**config.mk**
```make
export PLATFORM = sky130hd
export DESIGN_NAME = query_byte_limit_parser
export DESIGN_NICKNAME = d
export VERILOG_FILES = /design/src/rtl/core/qblp_pkg.sv /design/src/rtl/core/qblp_scan.sv /design/src/rtl/core/qblp_result.sv /design/src/rtl/core/query_byte_limit_parser.sv
export SDC_FILE = /design/constraint.sdc
export NUM_CORES = 1
export LEC_CHECK = 0
export BUFFER_PORTS_ARGS = -buffer_cell sky130_fd_sc_hd__buf_2
export CORE_AREA = 2 2 208 210
export CTS_CLUSTER_SIZE = 12
export DETAILED_ROUTE_END_ITERATION = 6
export DIE_AREA = 0 0 210 212
export PLACE_DENSITY = 0.67
export SETUP_SLACK_MARGIN = 0.15
export SKIP_LAST_GASP = 1
export SYNTH_ARGS = -nofsm -noshare
export SYNTH_HDL_FRONTEND = slang
export SYNTH_SLANG_ARGS = --single-unit
```
**constraint.sdc**
```tcl
create_clock -name clk -period 9.5 [get_ports clk]
set_input_delay 1.9 -clock clk [delete_from_list [all_inputs] [get_ports clk]]
set_output_delay 1.9 -clock clk [all_outputs]
set_load 0.01 [all_outputs]
```
**src/rtl/core/qblp_pkg.sv**
```systemverilog
package qblp_pkg;

	localparam int unsigned LIMIT_W = 64;
	localparam int unsigned BYTE_W  = 8;
	localparam int unsigned OUT_DATA_W = 72;

	localparam logic [LIMIT_W-1:0] DEFAULT_LIMIT_RST = 64'd65536;
	localparam logic [LIMIT_W-1:0] MAX_LIMIT_RST     = 64'd1048576;

	localparam logic [BYTE_W-1:0] CH_QUESTION = 8'h3F;
	localparam logic [BYTE_W-1:0] CH_AMP      = 8'h26;
	localparam logic [BYTE_W-1:0] CH_EQUAL    = 8'h3D;
	localparam logic [BYTE_W-1:0] CH_ZERO     = 8'h30;
	localparam logic [BYTE_W-1:0] CH_NINE     = 8'h39;

	localparam logic [2:0] KEY_LEN = 3'd5;

	typedef enum logic [1:0] {
		REG_DEFAULT_LIMIT = 2'd0,
		REG_MAX_LIMIT     = 2'd1,
		REG_CLAMP_ENABLE  = 2'd2
	} reg_idx_t;

	typedef enum logic [2:0] {
		PH_SEEK  = 3'd0,
		PH_KEY   = 3'd1,
		PH_VALUE = 3'd2,
		PH_SKIP  = 3'd3,
		PH_DONE  = 3'd4
	} phase_t;

	// scan state captured on the last byte of a target
	typedef struct packed {
		logic               nonempty;
		logic               invalid;
		logic [LIMIT_W-1:0] acc;
	} snap_t;

	// letters of the key "bytes"
	function automatic logic [BYTE_W-1:0] key_char(input logic [2:0] pos);
		logic [BYTE_W-1:0] c;
		c = '0;
		case (pos)
			3'd0: c = 8'h62;
			3'd1: c = 8'h79;
			3'd2: c = 8'h74;
			3'd3: c = 8'h65;
			3'd4: c = 8'h73;
			default: c = '0;
		endcase
		return c;
	endfunction

endpackage

```
**src/rtl/core/qblp_scan.sv**
```systemverilog
module qblp_scan (
	input  logic                          clk,
	input  logic                          arst_n,
	input  logic                          in_valid,
	output logic                          in_ready,
	input  logic [qblp_pkg::BYTE_W-1:0]   in_byte,
	input  logic                          in_last,
	output logic                          snap_valid,
	input  logic                          snap_ready,
	output qblp_pkg::snap_t               snap
);

	logic                         vld_s1;
	logic [qblp_pkg::BYTE_W-1:0]  byte_s1;
	logic                         last_s1;

	qblp_pkg::phase_t             phase_q, phase_d;
	logic [2:0]                   pos_q, pos_d;
	logic                         mis_q, mis_d;
	logic [qblp_pkg::LIMIT_W-1:0] acc_q, acc_d;
	logic                         ne_q, ne_d;
	logic                         inv_q, inv_d;

	logic                         snap_vld_q;
	qblp_pkg::snap_t              snap_s2;

	logic                         s2_free;
	logic                         consume;
	logic                         key_hit;
	logic                         is_digit;
	logic [qblp_pkg::LIMIT_W+3:0] prod;

	assign s2_free  = !snap_vld_q || snap_ready;
	assign consume  = vld_s1 && (!last_s1 || s2_free);
	assign in_ready = !vld_s1 || consume;

	assign key_hit  = !mis_q && (pos_q == qblp_pkg::KEY_LEN);
	assign is_digit = (byte_s1 >= qblp_pkg::CH_ZERO) && (byte_s1 <= qblp_pkg::CH_NINE);
	// acc * 10 + digit, carried wide to spot a 64-bit overflow
	assign prod = ({4'b0, acc_q} << 3) + ({4'b0, acc_q} << 1)
		+ {{(qblp_pkg::LIMIT_W){1'b0}}, byte_s1[3:0]};

	always_comb begin
		phase_d = phase_q;
		pos_d   = pos_q;
		mis_d   = mis_q;
		acc_d   = acc_q;
		ne_d    = ne_q;
		inv_d   = inv_q;
		unique case (phase_q)
			qblp_pkg::PH_SEEK: begin
				if (byte_s1 == qblp_pkg::CH_QUESTION) begin
					phase_d = qblp_pkg::PH_KEY;
					pos_d   = 3'd0;
					mis_d   = 1'b0;
				end
			end
			qblp_pkg::PH_KEY: begin
				if (byte_s1 == qblp_pkg::CH_EQUAL) begin
					phase_d = key_hit ? qblp_pkg::PH_VALUE : qblp_pkg::PH_SKIP;
				end else if (byte_s1 == qblp_pkg::CH_AMP) begin
					if (key_hit) begin
						// key without '=': value stays empty
						phase_d = qblp_pkg::PH_DONE;
					end else begin
						pos_d = 3'd0;
						mis_d = 1'b0;
					end
				end else if (pos_q < qblp_pkg::KEY_LEN
						&& byte_s1 == qblp_pkg::key_char(pos_q)) begin
					pos_d = pos_q + 3'd1;
				end else begin
					mis_d = 1'b1;
				end
			end
			qblp_pkg::PH_VALUE: begin
				if (byte_s1 == qblp_pkg::CH_AMP) begin
					phase_d = qblp_pkg::PH_DONE;
				end else begin
					ne_d = 1'b1;
					if (!is_digit || (|prod[qblp_pkg::LIMIT_W+3:qblp_pkg::LIMIT_W])) begin
						inv_d = 1'b1;
					end else begin
						acc_d = prod[qblp_pkg::LIMIT_W-1:0];
					end
				end
			end
			qblp_pkg::PH_SKIP: begin
				if (byte_s1 == qblp_pkg::CH_AMP) begin
					phase_d = qblp_pkg::PH_KEY;
					pos_d   = 3'd0;
					mis_d   = 1'b0;
				end
			end
			qblp_pkg::PH_DONE: begin
			end
			default: begin
			end
		endcase
	end

	always_ff @(posedge clk or negedge arst_n) begin
		if (!arst_n) begin
			vld_s1 <= 1'b0;
		end else if (in_ready) begin
			vld_s1 <= in_valid;
		end
	end

	always_ff @(posedge clk) begin
		if (in_valid && in_ready) begin
			byte_s1 <= in_byte;
			last_s1 <= in_last;
		end
	end

	always_ff @(posedge clk or negedge arst_n) begin
		if (!arst_n) begin
			phase_q <= qblp_pkg::PH_SEEK;
			pos_q   <= 3'd0;
			mis_q   <= 1'b0;
			acc_q   <= '0;
			ne_q    <= 1'b0;
			inv_q   <= 1'b0;
		end else if (consume) begin
			if (last_s1) begin
				// target ends: start over for the next one
				phase_q <= qblp_pkg::PH_SEEK;
				pos_q   <= 3'd0;
				mis_q   <= 1'b0;
				acc_q   <= '0;
				ne_q    <= 1'b0;
				inv_q   <= 1'b0;
			end else begin
				phase_q <= phase_d;
				pos_q   <= pos_d;
				mis_q   <= mis_d;
				acc_q   <= acc_d;
				ne_q    <= ne_d;
				inv_q   <= inv_d;
			end
		end
	end

	always_ff @(posedge clk or negedge arst_n) begin
		if (!arst_n) begin
			snap_vld_q <= 1'b0;
		end else if (consume && last_s1) begin
			snap_vld_q <= 1'b1;
		end else if (snap_ready) begin
			snap_vld_q <= 1'b0;
		end
	end

	always_ff @(posedge clk) begin
		if (consume && last_s1) begin
			snap_s2.nonempty <= ne_d;
			snap_s2.invalid  <= inv_d;
			snap_s2.acc      <= acc_d;
		end
	end

	assign snap_valid = snap_vld_q;
	assign snap       = snap_s2;

endmodule

```
**src/rtl/core/qblp_result.sv**
```systemverilog
module qblp_result (
	input  logic                             clk,
	input  logic                             arst_n,
	input  logic                             snap_valid,
	output logic                             snap_ready,
	input  qblp_pkg::snap_t                  snap,
	input  logic [qblp_pkg::LIMIT_W-1:0]     default_limit,
	input  logic [qblp_pkg::LIMIT_W-1:0]     max_limit,
	input  logic                             clamp_enable,
	output logic                             out_valid,
	input  logic                             out_ready,
	output logic [qblp_pkg::OUT_DATA_W-1:0]  out_data
);

	logic                         vld_q;
	logic                         status_q;
	logic [qblp_pkg::LIMIT_W-1:0] limit_q;
	logic                         out_en;
	logic                         status_d;
	logic [qblp_pkg::LIMIT_W-1:0] limit_d;

	assign out_en     = !vld_q || out_ready;
	assign snap_ready = out_en;

	always_comb begin
		status_d = 1'b0;
		limit_d  = snap.acc;
		if (!snap.nonempty) begin
			limit_d = default_limit;
		end else if (snap.invalid) begin
			status_d = 1'b1;
			limit_d  = '0;
		end else if (clamp_enable && snap.acc > max_limit) begin
			limit_d = max_limit;
		end
	end

	always_ff @(posedge clk or negedge arst_n) begin
		if (!arst_n) begin
			vld_q <= 1'b0;
		end else if (out_en) begin
			vld_q <= snap_valid;
		end
	end

	always_ff @(posedge clk) begin
		if (out_en && snap_valid) begin
			status_q <= status_d;
			limit_q  <= limit_d;
		end
	end

	assign out_valid = vld_q;
	assign out_data  = {{(qblp_pkg::OUT_DATA_W - qblp_pkg::LIMIT_W - 1){1'b0}},
		limit_q, status_q};

endmodule

```
**src/rtl/core/query_byte_limit_parser.sv**
```systemverilog
// Byte-limit parser for an HTTP request target. Feed the target one byte per
// word on s_tdata, with s_tlast on its final byte; unless stalled, one word
// per cycle is taken. The first "bytes=" item of the query decides the
// limit: a missing or empty value yields default_limit, a non-digit or a
// value past 2^64-1 yields status 1 with limit 0, otherwise the decimal
// value (clamped to max_limit when clamp_enable is set). One result word
// leaves on m_tdata per target, after its last byte passes the snapshot and
// result registers; the per-byte step is a combinational multiply-by-ten
// accumulate in the scan stage. Bytes keep flowing while a result waits on
// m_tready; only a second final byte stalls. Write registers through
// cfg_we/cfg_index/cfg_data while no target is in flight.
module query_byte_limit_parser (
	input  logic                             clk,
	input  logic                             arst_n,
	input  logic                             s_tvalid,
	output logic                             s_tready,
	input  logic [qblp_pkg::BYTE_W-1:0]      s_tdata,   // [7:0] target_byte
	input  logic                             s_tlast,   // last_byte
	output logic                             m_tvalid,
	input  logic                             m_tready,
	output logic [qblp_pkg::OUT_DATA_W-1:0]  m_tdata,   // [0] status, [64:1] byte_limit
	input  logic                             cfg_we,
	input  logic [1:0]                       cfg_index,
	input  logic [qblp_pkg::LIMIT_W-1:0]     cfg_data
);

	logic [qblp_pkg::LIMIT_W-1:0] default_limit_q;
	logic [qblp_pkg::LIMIT_W-1:0] max_limit_q;
	logic                         clamp_enable_q;

	logic                         snap_valid;
	logic                         snap_ready;
	qblp_pkg::snap_t              snap;

	always_ff @(posedge clk or negedge arst_n) begin
		if (!arst_n) begin
			default_limit_q <= qblp_pkg::DEFAULT_LIMIT_RST;
			max_limit_q     <= qblp_pkg::MAX_LIMIT_RST;
			clamp_enable_q  <= 1'b0;
		end else if (cfg_we) begin
			unique case (cfg_index)
				qblp_pkg::REG_DEFAULT_LIMIT: default_limit_q <= cfg_data;
				qblp_pkg::REG_MAX_LIMIT:     max_limit_q     <= cfg_data;
				qblp_pkg::REG_CLAMP_ENABLE:  clamp_enable_q  <= cfg_data[0];
				default: begin
				end
			endcase
		end
	end

	qblp_scan u_scan (
		.clk        (clk),
		.arst_n     (arst_n),
		.in_valid   (s_tvalid),
		.in_ready   (s_tready),
		.in_byte    (s_tdata),
		.in_last    (s_tlast),
		.snap_valid (snap_valid),
		.snap_ready (snap_ready),
		.snap       (snap)
	);

	qblp_result u_result (
		.clk           (clk),
		.arst_n        (arst_n),
		.snap_valid    (snap_valid),
		.snap_ready    (snap_ready),
		.snap          (snap),
		.default_limit (default_limit_q),
		.max_limit     (max_limit_q),
		.clamp_enable  (clamp_enable_q),
		.out_valid     (m_tvalid),
		.out_ready     (m_tready),
		.out_data      (m_tdata)
	);

`ifndef SYNTHESIS
	// a malformed value always reports a zero limit
	a_malformed_zero: assert property (@(posedge clk) disable iff (!arst_n)
		m_tvalid && m_tdata[0] |-> m_tdata[64:1] == 64'd0)
		else $error("malformed result carries a nonzero limit");

	// input stalls only when a result is stuck at the output
	a_stall_cause: assert property (@(posedge clk) disable iff (!arst_n)
		!s_tready |-> m_tvalid && !m_tready)
		else $error("input stalled without output back-pressure");

	// a result leaves only after being taken
	a_no_drop: assert property (@(posedge clk) disable iff (!arst_n)
		$fell(m_tvalid) |-> $past(m_tready))
		else $error("result dropped before it was taken");

	// nothing but zero padding above the limit field
	a_pad_zero: assert property (@(posedge clk) disable iff (!arst_n)
		m_tvalid |-> m_tdata[71:65] == 7'd0)
		else $error("padding bits of the result word are not zero");
`endif

endmodule

```
---- After elaboration in Yosys (flattened, before gate mapping) ----
Cells that the tools add are included.
storage, ports and cells
  flip-flop bits (word level) ............. 345
  input bits .............................. 80
  output and inout port bits .............. 74
  logic and storage cells ................. 127
operators by class
  $add $sub $neg .......................... 3
  magnitude comparators ................... 4
  equality and inequality tests ........... 23
  muxes and demuxes ....................... 46
  reduce and logical (&&, ||, !) cells .... 32
operators by type and width
  kind                                                                count
  2-to-1 mux 64 bit                                                   7
  adder 67 x 65 -> 68 bit                                             1
  adder 68 x 4 -> 68 bit                                              1
  > comparator 64 bit                                                 1
  2-to-1 mux 3 bit                                                    14
  one-hot mux 7 bit (5 select lines)                                  1
  == test 8 x 6 -> 1 bit (second input constant)                      3
  2-to-1 mux 8 bit                                                    3
  AND reduction 7 bit                                                 3
  2-to-1 mux 1 bit                                                    18
  == test 3 x 2 -> 1 bit (second input constant)                      4
  != test 4 x 1 -> 1 bit (second input constant)                      3
  one-hot mux 3 bit (4 select lines)                                  1
  != test 3 x 1 -> 1 bit (second input constant)                      3
  one-hot mux 3 bit (3 select lines)                                  1
  == test 8 bit                                                       1
  greater-or-equal comparator 8 x 6 -> 1 bit (second input constant)  1
  <= comparator 8 x 6 -> 1 bit (second input constant)                1
  logical AND 1 bit                                                   8
  == test 3 x 1 -> 1 bit (second input constant)                      2
  == test 3 bit (second input constant)                               2
  logical NOT 1 bit                                                   6
  logical NOT 3 bit                                                   2
  AND reduction 2 bit                                                 3
  other kinds (14)                                                    18

---- Depth between registers and ports, before layout ----
Gate-level depths: netlist of run 1.
  depth in word-level cells ............... 12
  gate-level depth with buffers ........... 16
  mapped depth without buffers ............ 14

---- Hierarchy ----
From an unflattened synthesis of run 1, not the netlist that was laid out.
second synthesis, totals
  cells, all modules ...................... 2069
  area, all modules ....................... 21949.8 um2
modules (own cells, without submodules)
  module                   times used  cells an instance  area each (um2)  seq. area each (um2)
  qblp_scan                1           1174               10985.5          4129.0
  qblp_result              1           620                5746.8           1976.9
  query_byte_limit_parser  1           275                5217.5           3230.6

---- Worst setup path before layout of run 1 ----
OpenSTA, ideal clock, no wires.
  kind .................................... input to register
  start ................................... in m_tready
  end ..................................... reg u_result.limit_q[0] in the netlist's numbering, enable pin
  setup time .............................. 0.496 ns
  arrival time ............................ 4.873 ns
  required time ........................... 9.004 ns
  path slack .............................. 4.131 ns
  stages .................................. 2
  buffers on the path ..................... 0
  path through ............................ nor2b_1 -> nor2b_1
between the ends
  word-level cells in the longest chain between the ends .. 2
ends and longest elaborated chain
  item                    line                           RTL
  start: declaration      query_byte_limit_parser.sv:20  input logic m_tready,
  logical OR 1 bit        qblp_result.sv:22              assign out_en = !vld_q || out_ready;
  logical AND 1 bit       qblp_result.sv:47              if (out_en && snap_valid) begin
  end signal: assignment  qblp_result.sv:49              limit_q <= limit_d;
  end: declaration        qblp_result.sv:17              logic [qblp_pkg::LIMIT_W-1:0] limit_q;
No other way between the ends.
A chain may end at the register's enable or synchronous reset.

---- Worst setup path after layout of run 1 ----
  start ................................... reg u_scan.acc_q[0] in the netlist's numbering
  end ..................................... reg u_scan.acc_q[51] in the netlist's numbering
between the ends
  word-level cells in the longest chain between the ends .. 8
ends and longest elaborated chain
  item                       line              RTL
  start: declaration         qblp_scan.sv:20   logic [qblp_pkg::LIMIT_W-1:0] acc_q, acc_d;
  start signal: assignment   qblp_scan.sv:122  acc_q <= '0;
  start signal: assignment   qblp_scan.sv:131  acc_q <= '0;
  start signal: assignment   qblp_scan.sv:138  acc_q <= acc_d;
  adder 67 x 65 -> 68 bit *  qblp_scan.sv:40   assign prod = ({4'b0, acc_q} << 3) + ({4'b0, acc_q} << 1)
  adder 68 x 4 -> 68 bit *   qblp_scan.sv:41   + {{(qblp_pkg::LIMIT_W){1'b0}}, byte_s1[3:0]};
  OR reduction 4 bit         qblp_scan.sv:81   if (!is_digit || (|prod[qblp_pkg::LIMIT_W+3:qblp_pkg::LIMIT_W])) begin
  logical OR 1 bit           qblp_scan.sv:81
  2-to-1 mux 64 bit *        qblp_scan.sv:81
  2-to-1 mux 64 bit *        qblp_scan.sv:77   if (byte_s1 == qblp_pkg::CH_AMP) begin
  2-to-1 mux 64 bit *        qblp_scan.sv:50   unique case (phase_q)
  2-to-1 mux 64 bit *        qblp_scan.sv:126  if (last_s1) begin
Every way passes the cells marked *; elsewhere a longest branch is shown, timed or not.

==> results of run 1 <==
-- sequential cells by signal, summed over array words and instances (netlist names), 3 cells and up --
name and cells:
u_scan.byte_s1 8, u_scan.acc_q 64, u_scan.pos_q 3, default_limit_q 64, max_limit_q 64, u_scan.snap 66
u_result.limit_q 64, u_scan.phase_q 3
-- path summary, 6_finish.rpt --
path                                             start                               to
max reg2reg                u_scan.acc_q[0]$_DFFE_PN0P_     u_scan.acc_q[51]$_DFFE_PN0P_
min                            u_scan.ne_q$_DFFE_PN0P_          u_scan.ne_q$_DFFE_PN0P_
min reg2reg                    u_scan.ne_q$_DFFE_PN0P_          u_scan.ne_q$_DFFE_PN0P_
max in group asynchronous                       arst_n      u_scan.acc_q[4]$_DFFE_PN0P_
max                        u_scan.acc_q[0]$_DFFE_PN0P_     u_scan.acc_q[51]$_DFFE_PN0P_
min in group asynchronous                       arst_n  default_limit_q[48]$_DFFE_PN0P_
-- critical path, cell delays in order (launching register included) --
cell	delay [ps]
dfrtp_1	380
inv_1	80
fa_1	590
inv_1	60
ha_1	270
a21oi_1	80
nor2_1	150
o2111ai_1	200
a2111o_1	460
a2111oi_0	880
o21bai_1	200
o221ai_1	350
a2111oi_4	100
buf_4	270
o21ai_4	600
buf_4	530
a22o_1	210
-- per-stage QoR --
step	hold WS, ps	util	power, W
floorplan	455	-	0.00219
global placement	473	0.517	0.00236
detailed placement	484	0.517	0.00238
CTS	496	0.548	0.00395
global route	543	0.548	0.00411
finish	502	0.548	0.00392
-- cell families (layout without fill, tap and decap cells) --
| logic type | after synthesis | after routing | synth area share |
|---|---|---|---|
| AOI/OAI and AO/OA | 530 | 530 | 0.166 |
| xor gates and xnor gates | 64 | 64 | 0.0273 |
| adders and majority gates | 197 | 197 | 0.119 |
| buffers and inverters | 277 | 399 | 0.0524 |
| DFF | 345 | 345 | 0.448 |
| muxes | 143 | 143 | 0.0747 |
| other | 1 | 7 | 0.000180 |
| and+or+nand+nor | 515 | 515 | 0.112 |
-- layout by cell type, fill, tap and decap left out, drive strengths merged, types with 38 or more instances in the layout --
master / netlist / final
nand2: 297 / 297
dfrtp: 203 / 203
ha: 195 / 195
inv: 166 / 168
buf: 21 / 160
o21ai: 143 / 143
edfxtp: 140 / 140
a21oi: 101 / 101
mux2: 79 / 79
o22ai: 67 / 67
mux2i: 64 / 64
a22o: 62 / 62
nor2: 59 / 59
clkbuf: 90 / 56
a21o: 42 / 42
xnor2: 38 / 38
-- cells in the mapped netlist (7+ instances only) --
cell | count | share of area
nor2b_1 | 13 | 0.0039
a211oi_1 | 9 | 0.0032
nor3_1 | 20 | 0.0048
a22o_1 | 62 | 0.026
nand2_1 | 295 | 0.053
xor2_1 | 26 | 0.011
buf_4 | 9 | 0.0032
o21bai_1 | 19 | 0.0068
a31oi_1 | 7 | 0.0021
and3_1 | 13 | 0.0039
mux2_4 | 7 | 0.0050
xnor2_1 | 37 | 0.016
o21ai_0 | 140 | 0.034
inv_1 | 166 | 0.030
mux2i_1 | 64 | 0.031
clkbuf_1 | 90 | 0.016
nand2b_1 | 9 | 0.0027
o21a_1 | 8 | 0.0029
nand3_1 | 25 | 0.0060
a21oi_1 | 101 | 0.024
a21boi_0 | 7 | 0.0025
nand4_1 | 31 | 0.0093
a311oi_1 | 7 | 0.0029
o211ai_1 | 10 | 0.0036
nand3b_1 | 7 | 0.0025
nor2_1 | 59 | 0.011
buf_2 | 8 | 0.0019
mux2_2 | 72 | 0.039
o22ai_1 | 67 | 0.020
ha_1 | 195 | 0.12
edfxtp_1 | 140 | 0.20
a21o_1 | 41 | 0.015
dfrtp_1 | 203 | 0.24
-- area by class of cell --
class / count / area (µm²)
Sequential cell: 345 / 9340
Clock buffer: 55 / 1120
Timing Repair Buffer: 161 / 852
Inverter: 166 / 623
Fill cell: 3762 / 19200
Tap cell: 546 / 683
Multi-Input combinational cell: 1456 / 10500
Clock inverter: 17 / 225
-- routing by layer --
metal / global-route usage / wire [µm] / vias up
met1: 0.332 / 24700 / 7776
li1: - / - / 7656
met5: 0 / 0 / -
met4: 0.0663 / 1060 / 0
met3: 0.0250 / 2010 / 69
met2: 0.377 / 23600 / 351
-- power by group through the flow --
stage	Combinational (W)	Sequential, W	Clock [W]
floorplan	0.000379	0.00182	0
finish	0.000552	0.00180	0.00157
CTS	0.000556	0.00180	0.00160
detailed placement	0.000551	0.00183	0
global placement	0.000535	0.00182	0
global route	0.000628	0.00182	0.00166
==> run summary, run 1 <==
Worst reg-to-reg setup slack: 3990 ps
Starting Density: 0.490
Final wirelength: 51400 µm
Largest net degree at the start of global routing: 129
Global placer's final weighted congestion: 0.915
Worst vdd ir: 0.133 mV
Startpoint types: flip-flop
Total CTS buffers: 40
Drt drc: 0
Post-CTS Resized: 0
Part of the Yosys area used for sequential elements: 0.448
Row count: 76
DR iter-0 viols: 926
CTS max path bufs: 3
Number of post-CTS setup repair buffers: 0
Max-slew violation count: 0
Area after DPL: 22000 µm²
CP endpoint kind: flip-flop
Post-route design area: 23300 µm²
Final worst path period share: 0.580
Vias: 15900
Mapped Cells: 2072
Final hold vios: 0
Layout cells sized above 1: 0.148
RSZ-0062 raised after global routing: false
Final setup vio count: 0
Ys Warns: 0
Combinational share of power: 0.141
Pre-CTS WS: 4120 ps
Placeable Area: 42500 µm²
Net count, final: 2447
Initial antenna violation count: 0
Die height: 212 µm
Htree depth: 2
Net Sw Frac: 0.256
Placed cell count: 2674
# hold bufs at CTS: 0
Final worst slack: 3990 ps
Hold path depth: 2
Cell-internal power: 0.00292 W
Library cells used by synthesis: 79
Primary FF master, synth: dfrtp_1
Fraction of power consumed by sequential logic: 0.459
Fmax: 182 MHz
Pwr Density: 168 nW/µm²
Fin crit period: 5510 ps
Overflow after GRT: 0
CP Max Fanout: 36
Worst EP arrival: 5990 ps
Worst-path clk slew: 60 ps
Worst skew pair latency: 560 ps
Die ar.: 44500 µm²
PortBufs: 146
Status: finished clean
Async set-reset flop share out of synthesis: 0.594
Post-synthesis cell area: 20800 µm²
Root Buffer: clkbuf_16
Area growth syn-to-layout: 11.9%
Die W: 210 µm
Hold WC Path Type: reg2reg
R2R depth: 16
Antenna diodes: 0
Non-Filler Instances: 2746
Net Sw Power: 0.00101 W
EDFF count, synth: 140
Worst-Margin Slew: 1180 ps
Crit path required time: 9980 ps
Post-synthesis area per instance: 10.1 µm²
Top-level I/O count: 154
Average wire per standard cell: 18.7 µm
Vias in the first global route: 15600
GRT Util Overall: 0.232
DP HPWL: 37800 µm
Global-route wire length before repair: 83100 µm
Worst Skew: 21.5 ps
Pleak: 11.3 nW
Worst rel slew slack: 0.214
Max cap viols: 0
Post-route setup TNS: 0 ps
Kind of critical path: reg2reg
CTS tree: yes
DR vias/cell: 5.77
#FFs+latches synth: 345
Initial DRT Pass Iterations: 5
Clk pwr share: 0.400
Sink Count: 345
Detail Route Antenna Nets: 0
Note: power is estimated with default switching activity, not from simulation.
==> inputs of run 2 (changes only) <==
--- a/config.mk
+++ b/config.mk
@@ -5,12 +5,13 @@
 export SDC_FILE = /design/constraint.sdc
 export NUM_CORES = 1
 export LEC_CHECK = 0
+export ABC_AREA = 1
 export BUFFER_PORTS_ARGS = -buffer_cell sky130_fd_sc_hd__buf_2
-export CORE_AREA = 2 2 208 210
+export CORE_AREA = 2 2 220 222
 export CTS_CLUSTER_SIZE = 12
 export DETAILED_ROUTE_END_ITERATION = 6
-export DIE_AREA = 0 0 210 212
-export PLACE_DENSITY = 0.67
+export DIE_AREA = 0 0 222 224
+export PLACE_DENSITY = 0.7
 export SETUP_SLACK_MARGIN = 0.15
 export SKIP_LAST_GASP = 1
 export SYNTH_ARGS = -nofsm -noshare
==> constraint.sdc (replaced) <==
create_clock -name clk -period 4.7 [get_ports clk]
set_input_delay 0.94 -clock clk [delete_from_list [all_inputs] [get_ports clk]]
set_output_delay 0.94 -clock clk [all_outputs]
set_load 0.01 [all_outputs]
==> run 2 against run 1 <==
Cell count grew 42%. Critical path depth up 5. Hold slack got worse by 130 ps. Sequential power increased by 100%. Die area is 12% higher. Count of clock-buffer cells in the layout fell by 3. Largest power group unchanged. Synthesized cell count is 52% higher. Sequential cell count did not move. Design area is 11% higher. Register-to-register slack worse by 3000 ps. Setup slack lost 3000 ps. Combinational power rose by 100%.
==> run summary, run 2 <==
Die ar.: 49700 µm²
#FFs+latches synth: 345
Crit-path cells: inv_1, fa_1, fa_1, inv_1, nand2_1, nand2_1, nand3_1, nand2_1, nand2_1, nand2_2, nand2_1, nand2_2, nand2_2, nand2_2, nand2_1, nand2_1, nand2_2, nor2_4, buf_4, nand3_1, and2_1
Initial antenna violation count: 0
Buffers & Inverters on Critical Path: 3
Instance count on the critical path: 21
Reg area: 9340 µm²
Final worst path period share: 0.790
RSZ-0062 raised after global routing: false
Worst-Margin Slew: 1030 ps
Final hold vios: 0
Yosys top cell area share: 0.217
Pwr Density: 299 nW/µm²
Crit path required time: 5000 ps
Largest family of logic cells by synthesized area: simple AND/OR/NAND/NOR gates
Worst vdd ir: 0.297 mV
Compound-Gate Fraction of Synth Area: 0.0715
Most Crowded Layer GR: met2
Commonest non-fill, non-tap cell in the layout: nand2_1
R2R depth: 21
Max cap viols: 0
Max-slew violation count: 0
CTS tree: yes
Worst-path clk slew: 60 ps
Htree depth: 2
Max reg flops: 66
Top-level I/O count: 154
Mapped Cells: 3154
Fmax: 269 MHz
Fill count: 4577
Average wire per standard cell: 15.2 µm
Detail Route Antenna Nets: 0
Slowest-stage cell, CP: fa_1
Pleak: 14.2 nW
Net count, final: 3542
Post-synthesis area per instance: 7.43 µm²
Commonest cells post-synth: 1072 x nand2_1, 490 x inv_1, 250 x nand3_1
GRT Util Overall: 0.244
Initial DRT Pass Iterations: 5
Vias in the first global route: 19000
Worst path top cell family by delay: simple AND/OR/NAND/NOR gates
Most numerous cell in the Yosys netlist: nand2_1
Worst rel slew slack: 0.312
Final wirelength: 59400 µm
DR vias/cell: 5.09
Library cells used by synthesis: 52
Layout cells sized above 1: 0.109
EDFF count, synth: 140
Primary FF master, synth: dfrtp_1
CTS max path bufs: 3
Worst Skew: 12.1 ps
Reg2reg start: u_scan.byte_s1[3]$_DFFE_PP_
Hold WC Path Type: in2async
Worst skew pair latency: 560 ps
Area growth syn-to-layout: 10.8%
Fin crit period: 3710 ps
Post-route setup TNS: 0 ps
Vias: 19900
Async set-reset flop share out of synthesis: 0.594
Core Util, Final: 0.548
Root Buffer: clkbuf_16
Most frequent CP cell: nand2_1
DP HPWL: 44700 µm
Post-synthesis cell area: 23400 µm²
Crit Reg-Reg Endpoint: u_scan.snap[32]$_DFFE_PP_
Starting Density: 0.495
Most frequent cells in the layout: 1069 x nand2_1, 488 x inv_1, 248 x nand3_1
Top cells by area, synth: dfrtp_1 22%, edfxtp_1 18%, nand2_1 17%
Worst reg-to-reg setup slack: 990 ps
Largest net degree at the start of global routing: 104
# hold bufs at CTS: 0
Die W: 222 µm
Met2 GRT Util: 0.386
Ys Warns: 0
Synth Area in XOR/XNOR: 0.0161
Global placer's final weighted congestion: 1.01
Post-Synth Simple-Gate Area: 0.305
Final setup vio count: 0
Global-route wire length before repair: 98100 µm
Drt drc: 0
Startpoint types: flip-flop
CP endpoint kind: flip-flop
Met1 Track Usage GR: 0.352
Critical Path Max Stage Delay: 470 ps
Placeable Area: 47300 µm²
Multi-input logic area: 11800 µm²
Overflow after GRT: 0
Number of post-CTS setup repair buffers: 0
Post-CTS Resized: 0
Synth area leader: dfrtp_1
Met3 GRT Util: 0.0366
PortBufs: 146
DR iter-0 viols: 1625
Total CTS buffers: 40
Sink Count: 345
Antenna diodes: 0
Part of the Yosys area used for sequential elements: 0.399
Kind of critical path: reg2reg
Mux cell area share after synthesis: 0
Row count: 80
Die height: 224 µm
Worst EP arrival: 4020 ps
Synth Area in Adders: 0.106
Status: finished clean
CP Max Fanout: 21
-- run 2: power breakdown --
part / internal, W / switching (W)
Combinational: 0.000381 / 0.000725
Sequential: 0.00345 / 0.000150
Clock: 0.00179 / 0.00126
Total: 0.00562 / 0.00214
-- run 2: through the flow --
step           instance area [µm²]  hold WS, ps  setup slack [ps]  total power [W]  instances
2_1_floorplan                23400          453               486          0.00439       3160
3_3_place_gp                 24700          465              1090          0.00473       3838
3_5_place_dp                 24700          473               986          0.00476       3838
4_1_cts                      26000          391               981          0.00784       3911
5_1_grt                      26000          428               646          0.00816       3911
6_report                     26000          374               985          0.00776       3911
-- run 2: layout make-up --
cell class / instances / area share
Tap cell: 615 / 0.0296
Clock inverter: 21 / 0.00757
Sequential cell: 345 / 0.360
Inverter: 504 / 0.0729
Clock buffer: 52 / 0.0414
Timing Repair Buffer: 166 / 0.0362
Multi-Input combinational cell: 2208 / 0.453
-- run 2: worst max path at each step --
stage | end | startpoint
after global placement | u_scan.snap[31]$_DFFE_PP_ | u_scan.byte_s1[3]$_DFFE_PP_
after global routing | u_scan.snap[31]$_DFFE_PP_ | u_scan.byte_s1[3]$_DFFE_PP_
after detailed placement | u_scan.snap[32]$_DFFE_PP_ | u_scan.byte_s1[3]$_DFFE_PP_
after floorplan | u_result.limit_q[0]$_DFFE_PP_ | m_tready
after CTS | u_scan.snap[32]$_DFFE_PP_ | u_scan.byte_s1[3]$_DFFE_PP_
final | u_scan.snap[32]$_DFFE_PP_ | u_scan.byte_s1[3]$_DFFE_PP_
-- run 2: routing by layer --
| metal | part of all wire | wire, µm |
|---|---|---|
| met5 | 0 | 0 |
| met1 | 0.49 | 28900 |
| met2 | 0.44 | 26000 |
| met4 | 0.022 | 1320 |
| met3 | 0.053 | 3180 |
-- run 2: kinds of logic (layout without fill, tap and decap cells) --
kind of cell,after synthesis,in the layout
adder cells (fa/ha/maj),197,197
AO/OA/AOI/OAI,311,311
flip-flops,345,345
other,1,7
buffers and inverters,607,743
XOR/XNOR,43,43
AND/OR/NAND/NOR,1650,1650
==> inputs of run 3 (changes only) <==
--- a/config.mk
+++ b/config.mk
@@ -11,7 +11,7 @@
 export CTS_CLUSTER_SIZE = 12
 export DETAILED_ROUTE_END_ITERATION = 6
 export DIE_AREA = 0 0 222 224
-export PLACE_DENSITY = 0.7
+export PLACE_DENSITY = 0.67
 export SETUP_SLACK_MARGIN = 0.15
 export SKIP_LAST_GASP = 1
 export SYNTH_ARGS = -nofsm -noshare
==> constraint.sdc (replaced) <==
create_clock -name clk -period 3.81 [get_ports clk]
set_input_delay 0.762 -clock clk [delete_from_list [all_inputs] [get_ports clk]]
set_output_delay 0.762 -clock clk [all_outputs]
set_load 0.01 [all_outputs]
==> run 3 against run 2 <==
Sequential share of layout area is 0.47 points lower. Utilization is 0.73 points higher. Maximum frequency is 4.7% higher. Setup slack worse by 720 ps. Via count is 3.7% higher. Sequential power is 23% higher. Critical endpoint is now u_scan.snap[4]$_DFFE_PP_.
==> run summary, run 3 (synthesis gave the netlist of run 2 again) <==
Cell-internal power: 0.00679 W
Slowest-stage cell, CP: fa_2
Starting Density: 0.495
Buffers & Inverters on Critical Path: 4
Total CTS buffers: 39
# hold bufs at CTS: 0
Post-route setup TNS: 0 ps
Initial DRT Pass Iterations: 5
Worst Skew: 21.2 ps
Worst EP arrival: 3860 ps
R2R depth: 22
CTS max path bufs: 3
Status: finished clean
Clk pwr share: 0.381
Kind of critical path: reg2reg
Max-slew violation count: 0
Initial antenna violation count: 0
Pwr Density: 360 nW/µm²
Worst vdd ir: 0.337 mV
Commonest non-fill, non-tap cell in the layout: nand2_1
Total Power: 0.00948 W
Startpoint types: flip-flop
Layout cells sized above 1: 0.116
Worst skew pair latency: 570 ps
Vias: 20600
Net Sw Power: 0.00269 W
Detail Route Antenna Nets: 0
Most frequent cells in the layout: 1068 x nand2_1, 486 x inv_1, 247 x nand3_1
Max cap viols: 0
Combinational share of power: 0.150
Max reg flops: 66
Antenna diodes: 0
Root Buffer: clkbuf_16
Final worst path period share: 0.931
Drt drc: 0
PortBufs: 146
Global-route wire length before repair: 103000 µm
Global placer's final weighted congestion: 0.989
Worst path top cell family by delay: simple AND/OR/NAND/NOR gates
Final wirelength: 64100 µm
CP endpoint kind: flip-flop
Htree depth: 2
Net Sw Frac: 0.284
Hold WC Path Type: in2async
GRT Util Overall: 0.255
Net count, final: 3563
CP Max Fanout: 8
Fin crit period: 3550 ps
Top-level I/O count: 154
Crit path required time: 4120 ps
DR iter-0 viols: 1887
Die height: 224 µm
Fraction of power consumed by sequential logic: 0.469
CTS tree: yes
Die ar.: 49700 µm²
Final setup vio count: 0
Pleak: 14.3 nW
Worst reg-to-reg setup slack: 260 ps
RSZ-0062 raised after global routing: false
Final hold vios: 0
Critical Path Max Stage Delay: 600 ps
Average wire per standard cell: 16.3 µm
Worst-Margin Slew: 1170 ps
Area growth syn-to-layout: 12.3%
Placeable Area: 47300 µm²
Vias in the first global route: 19600
Worst-path clk slew: 60 ps
Die W: 222 µm
Crit Reg-Reg Endpoint: u_scan.snap[4]$_DFFE_PP_
Largest net degree at the start of global routing: 129
Worst rel slew slack: 0.219
DR vias/cell: 5.25
Crit-path cells: inv_2, fa_2, inv_1, ha_4, nand2_1, nand2_1, nand3_1, nand2_2, nand2_1, nand2_2, nand2_1, nand2_2, nand2_2, nand2_2, nand2_1, nand2_1, nand2_2, nor2_4, buf_12, clkbuf_16, nand3_2, and2_1
Core Util, Final: 0.556
Row count: 80
Reg2reg start: u_scan.byte_s1[3]$_DFFE_PP_
Overflow after GRT: 0
Fmax: 282 MHz
DP HPWL: 47700 µm
Sink Count: 345
run 3: cell count changes in the layout (fill, tap and decap cells not counted), moves of 3 or more:
| cell | before | now |
|---|---|---|
| ha_1 | 195 | 192 |
| buf_12 | 4 | 13 |
| clkbuf_16 | 40 | 43 |
| ha_4 | 0 | 3 |
| clkinv_2 | 9 | 4 |
| buf_4 | 16 | 24 |
| clkbuf_1 | 9 | 12 |
run 3: how the worst max path moves through the flow:
stage / startpoint / cells past startpoint / slack [ps] / to
after detailed placement: u_scan.byte_s1[3]$_DFFE_PP_ / 19 / 220 / u_scan.snap[31]$_DFFE_PP_
final: u_scan.byte_s1[3]$_DFFE_PP_ / 22 / 260 / u_scan.snap[4]$_DFFE_PP_
after global placement: u_scan.byte_s1[3]$_DFFE_PP_ / 19 / 300 / u_scan.snap[32]$_DFFE_PP_
after CTS: u_scan.byte_s1[3]$_DFFE_PP_ / 19 / 220 / u_scan.snap[31]$_DFFE_PP_
after global routing: u_scan.byte_s1[3]$_DFFE_PP_ / 22 / 120 / u_scan.snap[2]$_DFFE_PP_
after floorplan: u_scan.byte_s1[3]$_DFFE_PP_ / 22 / 600 / u_scan.snap[19]$_DFFE_PP_
run 3: power by group through the flow:
stage	clock (W)	sequential, W	combinational [W]
global route	0.00383	0.00448	0.00164
global placement	0	0.00449	0.00136
detailed placement	0	0.00451	0.00141
floorplan	0	0.00449	0.000922
CTS	0.00369	0.00444	0.00142
finish	0.00361	0.00444	0.00142
run 3: routing by layer:
| layer | wire (µm) | track usage | part of all wire |
|---|---|---|---|
| met2 | 28200 | 0.403 | 0.44 |
| met5 | 0 | 0 | 0 |
| met3 | 3530 | 0.0357 | 0.055 |
| met4 | 1660 | 0.0748 | 0.026 |
| met1 | 30600 | 0.365 | 0.48 |
run 3: worst register-to-register path, stage by stage (launching register included):
cell and delay (ps):
edfxtp_1 420, inv_2 80, fa_2 600, inv_1 80, ha_4 270, nand2_1 50
nand2_1 70, nand3_1 110, nand2_2 120, nand2_1 80, nand2_2 90, nand2_1 70
nand2_2 110, nand2_2 90, nand2_2 70, nand2_1 50, nand2_1 70, nand2_2 70
nor2_4 210, buf_12 170, clkbuf_16 180, nand3_2 80, and2_1 180
run 3: cell type report:
class	instances	area (µm²)
Clock inverter	17	141
Tap cell	615	769
Clock buffer	54	1060
Multi-Input combinational cell	2208	11800
Inverter	504	1890
Timing Repair Buffer	188	1290
Sequential cell	345	9340
Fill cell	4443	21000
run 3: repair_timing:
item	4_1_cts	5_1_grt
setup endpoints to repair	0	80
buffers inserted	0	10
resized for setup	0	14
run 3: per-stage QoR:
step / cell area [µm²] / cells / worst slack (ps) / hold WS, ps
after global placement: 24800 / 3845 / 305 / 466
after detailed placement: 24800 / 3845 / 219 / 473
final: 26300 / 3931 / 262 / 269
after CTS: 26000 / 3916 / 224 / 281
after global routing: 26300 / 3931 / 119 / 309
after floorplan: 23400 / 3160 / 600 / 453
